### src/rbbe_pkg.sv
// rbbe_pkg: shared types and constants of the ray box boundary extend unit
// no dependencies

package rbbe_pkg;

    localparam int DIV_W    = 51;
    localparam int DEN_W    = 18;
    localparam int Q_DEPTH  = 4;
    localparam int Q_AW     = 2;
    localparam int SUM_W    = 53;

    localparam logic [1:0] REG_X_LOW  = 2'd0;
    localparam logic [1:0] REG_X_HIGH = 2'd1;
    localparam logic [1:0] REG_Y_LOW  = 2'd2;
    localparam logic [1:0] REG_Y_HIGH = 2'd3;

    localparam logic [31:0] RST_X_LOW  = 32'd0;
    localparam logic [31:0] RST_X_HIGH = 32'd6225920;
    localparam logic [31:0] RST_Y_LOW  = 32'hFFF7_0000;
    localparam logic [31:0] RST_Y_HIGH = 32'd3145728;

    typedef struct packed {
        logic signed [31:0] x_low;
        logic signed [31:0] x_high;
        logic signed [31:0] y_low;
        logic signed [31:0] y_high;
    } box_t;

    typedef struct packed {
        logic signed [31:0] start_x;
        logic signed [31:0] start_y;
        logic signed [15:0] heading_x;
        logic signed [15:0] heading_y;
    } ray_in_t;

    typedef struct packed {
        logic signed [31:0] end_x;
        logic signed [31:0] end_y;
        logic               hit;
    } ray_out_t;

    typedef struct packed {
        logic               hit;
        logic               is_x;
        logic signed [48:0] off;
        logic [16:0]        mag;
        logic signed [31:0] bound;
        logic signed [31:0] oth;
    } seg_item_t;

endpackage

### src/rbbe_queue.sv
// rbbe_queue: short register queue between front and back
// depends on rbbe_pkg

module rbbe_queue import rbbe_pkg::*; (
    input  logic      clk,
    input  logic      rst_n,
    input  logic      push_valid,
    output logic      push_ready,
    input  seg_item_t push_data,
    output logic      pop_valid,
    input  logic      pop_ready,
    output seg_item_t pop_data
);

    seg_item_t       mem_reg [Q_DEPTH];
    logic [Q_AW-1:0] wr_reg, wr_next;
    logic [Q_AW-1:0] rd_reg, rd_next;
    logic [Q_AW:0]   cnt_reg, cnt_next;
    logic            push, pop;

    assign push_ready = (cnt_reg != (Q_AW+1)'(Q_DEPTH)) ? 1'b1 : 1'b0;
    assign pop_valid  = (cnt_reg != '0);
    assign pop_data   = mem_reg[rd_reg];
    assign push       = push_valid && push_ready;
    assign pop        = pop_valid && pop_ready;

    always_comb
    begin
        wr_next  = push ? wr_reg + 1'b1 : wr_reg;
        rd_next  = pop ? rd_reg + 1'b1 : rd_reg;
        cnt_next = cnt_reg + {{Q_AW{1'b0}}, push} - {{Q_AW{1'b0}}, pop};
    end

    always_ff @(posedge clk or negedge rst_n)
    begin
        if (!rst_n)
        begin
            wr_reg  <= '0;
            rd_reg  <= '0;
            cnt_reg <= '0;
        end
        else
        begin
            wr_reg  <= wr_next;
            rd_reg  <= rd_next;
            cnt_reg <= cnt_next;
        end
    end

    always_ff @(posedge clk)
    begin
        if (push)
        begin
            mem_reg[wr_reg] <= push_data;
        end
    end

    a_cnt_bound: assert property (@(posedge clk) disable iff (!rst_n)
        cnt_reg <= (Q_AW+1)'(Q_DEPTH))
        else $error("queue count past depth");

    a_ptr_gap: assert property (@(posedge clk) disable iff (!rst_n)
        (cnt_reg != '0 && cnt_reg != (Q_AW+1)'(Q_DEPTH)) |-> (wr_reg != rd_reg))
        else $error("queue pointers disagree with count");

    a_cnt_step: assert property (@(posedge clk) disable iff (!rst_n)
        (push && !pop) |=> (cnt_reg == $past(cnt_reg) + 1'b1))
        else $error("queue count missed a push");

endmodule

### config.mk
export PLATFORM = sky130hd
export DESIGN_NAME = rbbe_queue
export DESIGN_NICKNAME = d
export VERILOG_FILES = /design/src/rbbe_pkg.sv /design/src/rbbe_queue.sv
export SDC_FILE = /design/constraint.sdc
export NUM_CORES = 1
export LEC_CHECK = 0
export BUFFER_PORTS_ARGS = -buffer_cell sky130_fd_sc_hd__buf_2
export CAP_MARGIN = 20
export CORE_MARGIN = 10
export CORE_UTILIZATION = 45
export CTS_BUF_LIST = sky130_fd_sc_hd__clkbuf_4 sky130_fd_sc_hd__clkbuf_8
export CTS_CLUSTER_SIZE = 16
export DETAILED_ROUTE_END_ITERATION = 7
export HOLD_SLACK_MARGIN = 0.08
export MAX_ROUTING_LAYER = met4
export PLACE_DENSITY = 0.62
export SLEW_MARGIN = 10
export SYNTH_ARGS = -nofsm -noshare
export SYNTH_HDL_FRONTEND = slang
export SYNTH_SLANG_ARGS = --single-unit
### constraint.sdc
create_clock -name clk -period 13.4 [get_ports clk]
set_input_delay 1.34 -clock clk [delete_from_list [all_inputs] [get_ports clk]]
set_output_delay 1.34 -clock clk [all_outputs]
set_load 0.01 [all_outputs]
==> run summary <==
Placed inst area -> 0.0215 mm²
Flop pwr share -> 44.8%
Row count -> 76
Leakage power -> 7.90 nW
Drt total wl -> 39,700 µm
H-tree lvl count -> 3
Hpwl dp -> 24,000 µm
Critical Path Slowest Stage Cell -> buf_4
Hold Path Class -> in2async
Post-CTS setup buffers -> 0
Post-layout instance area -> 0.0232 mm²
Hold_buf cts -> 0
Hold WS -> 0.525 ns
Post-place setup slack -> 8.99 ns
Switch Pwr -> 1.53 mW
Vias in the first global route -> 9,709
Largest delay share family, worst path -> buffers and inverters
Routed vias -> 8,824
Area grow syn2layout -> 19.1%
RSZ-0062 raised after global routing -> false
Critical Path Sink Type -> primary output
Fin crit period -> 4.95 ns
Mapped Area -> 0.0195 mm²
Max-slew violations -> 0
Placeable Area -> 0.0430 mm²
Final Skew -> 0.0240 ns
Die height -> 228 µm
Gr ovfl total -> 0
Worst setup margin -> 8.45 ns
Critical path arrival -> 3.61 ns
Max Clk Rate -> 202 MHz
Routed wire length per instance -> 23.0 µm
Largest register FFs -> 528
Status -> finished clean
# IOs -> 270
Worst VDD drop -> 0.000137 V
Port-buffer cells -> 269
P per Cell Area -> 222 mW/mm²
Critical Path, Cell by Cell -> buf_4, buf_4, mux4_2, buf_2
Clock network power share -> 26.8%
DRT iter0 DRCs -> 649
Clk_lat worst skew -> 0.65 ns
DRC errors left -> 0
Setup Total Neg Slack -> 0 ns
Sequential area share after synthesis -> 82.3%
Yosys warning total -> 0
Slew @ Worst Pin -> 0.998 ns
CTS tree -> done
Aggregate global-route resource usage -> 15.8%
Die Footprint -> 0.0520 mm²
Fin. Hold Viols -> 0
Syn avg cell area -> 26.7 µm²
Layout fillers -> 3,402
PostCTS Resize Cnt -> 0
Max Cap Viol -> 0
Crit share post-route -> 36.9%
Synth unique cells -> 21
Count of final setup violators -> 0
Yosys reg bits -> 535
Root buffer cell -> clkbuf_8
Initial Util -> 45.3%
Gpl congestion -> 0.696
Worst EP required -> 12.06 ns
Syn Nets -> 874
CTS Buffer Depth -> 3
Crit-path most repeated cell -> buf_4
Total CTS buffers -> 87
Critical setup path kind -> reg2out
Drt via density -> 5.11
First-pass GRT wire length -> 60,900 µm
Clk sinks -> 535
Gate power share -> 28.4%
Proportion of layout cells with a drive suffix above 1 -> 48.4%
Rel. slew slack -> 33.4%
Tot Pwr -> 5.16 mW
Largest net degree at the start of global routing -> 63
Crit path buf inv count -> 3
Crit-path max FO -> 39
Sw frac -> 29.6%
Iteration count of the initial detailed-routing pass -> 4
Int Power -> 3.63 mW
Die X-Extent -> 228 µm
Final nets -> 1,215
Startpoint types -> flop
Initial antenna violation count -> 5
Reg clk slew, reported paths -> 0.06 ns
CP peak stage delay -> 0.74 ns
Post-route ant nets -> 0
Post-Syn Instances -> 731
==> power groups by stage <==
stage,combinational [mW],sequential (mW),clock (mW)
3_3_place_gp,1.52,2.34,0
3_5_place_dp,1.52,2.35,0
6_report,1.47,2.31,1.38
2_1_floorplan,0.982,2.33,0
4_1_cts,1.53,2.32,1.43
5_1_grt,1.59,2.34,1.51
==> cell families (layout without fill, tap and decap cells) <==
| family | count (synthesis) | after routing | share of synthesized area, % |
|---|---|---|---|
| compound gates | 4 | 4 | 0.167 |
| xor+xnor | 4 | 4 | 0.180 |
| fa+ha+maj | 7 | 7 | 0.488 |
| buf+inv | 36 | 442 | 1.12 |
| flops | 535 | 535 | 82.3 |
| mux | 132 | 132 | 15.3 |
| other cells | 0 | 6 | 0 |
| simple gates | 13 | 13 | 0.514 |
==> final cells by class <==
type	instances	area [µm²]	share of cell area (%)
Antenna cell	6	15.0	0.0647
Clock buffer	114	1430	6.17
Clock inverter	40	282	1.21
Inverter	6	22.5	0.0970
Multi-Input combinational cell	160	3250	14.0
Sequential cell	535	16000	69.1
Tap cell	585	732	3.15
Timing Repair Buffer	282	1440	6.22
==> path summary, 6_finish.rpt <==
kind	cells after the start	slack, ns	startpoint	to
max	4	8.45	rd_reg[0]	pop_data[22]
min	1	0.52	rst_n	cnt_reg[0]
max reg2reg	9	10.77	cnt_reg[1]	cnt_reg[2]
min reg2reg	1	0.59	cnt_reg[2]	cnt_reg[2]
max in group asynchronous	1	12.67	rst_n	rd_reg[1]
min in group clk	1	0.59	cnt_reg[2]	cnt_reg[2]
==> metrics by stage <==
| stage | std cells | util (%) |
|---|---|---|
| detailed placement | 1568 | 50.0 |
| CTS | 1722 | 54.0 |
| global placement | 1568 | 50.0 |
| global route | 1727 | 54.0 |
| floorplan | 731 | - |
| finish | 1728 | 54.0 |
==> cells in the mapped netlist <==
master | n | share of area [%]
nand4bb_1 | 2 | 0.12
buf_2 | 16 | 0.41
and3b_1 | 4 | 0.18
ha_1 | 6 | 0.39
nand2b_1 | 4 | 0.13
or3_1 | 1 | 0.032
xnor2_1 | 3 | 0.13
nor3b_1 | 1 | 0.039
mux4_2 | 132 | 15
clkbuf_1 | 5 | 0.096
dfrtp_1 | 7 | 0.90
edfxtp_1 | 528 | 81
o311ai_0 | 1 | 0.045
buf_6 | 8 | 0.46
buf_4 | 1 | 0.039
o31a_1 | 1 | 0.045
xor2_1 | 1 | 0.045
nand2_1 | 1 | 0.019
o211ai_1 | 2 | 0.077
fa_1 | 1 | 0.10
inv_1 | 6 | 0.12
==> worst register-to-register path: stages, from the launching register on <==
cell	delay, ns
dfrtp_1	0.47
nor3b_1	0.72
nand2b_1	0.20
ha_1	0.22
inv_1	0.05
ha_1	0.13
inv_1	0.05
fa_1	0.39
xnor2_1	0.14
xnor2_1	0.13
==> routing by layer <==
layer | GRT usage (%) | up-vias | wire, µm | part of all wire [%]
met3 | 4.39 | 47 | 2300 | 5.8
li1 | - | 3874 | - | -
met5 | - | - | 0 | 0
met2 | 24.3 | 254 | 19900 | 50
met4 | 5.25 | 0 | 635 | 1.6
met1 | 20.2 | 4649 | 17000 | 43
==> placed cells by master, fill, tap and decap left out, drive strengths merged <==
cell type	netlist	routed
edfxtp	528	528
buf	25	282
mux4	132	132
clkbuf	5	114
clkinv	0	32
inv	6	7
dfrtp	7	7
diode	0	6
ha	6	6
nand2b	4	4
and3b	4	4
bufinv	0	4
xnor2	3	3
clkinvlp	0	3
nand4bb	2	2
o211ai	2	2
o31a	1	1
nor3b	1	1
or3	1	1
xor2	1	1
nand2	1	1
o311ai	1	1
fa	1	1
Note: power is estimated with default switching activity, not from simulation.
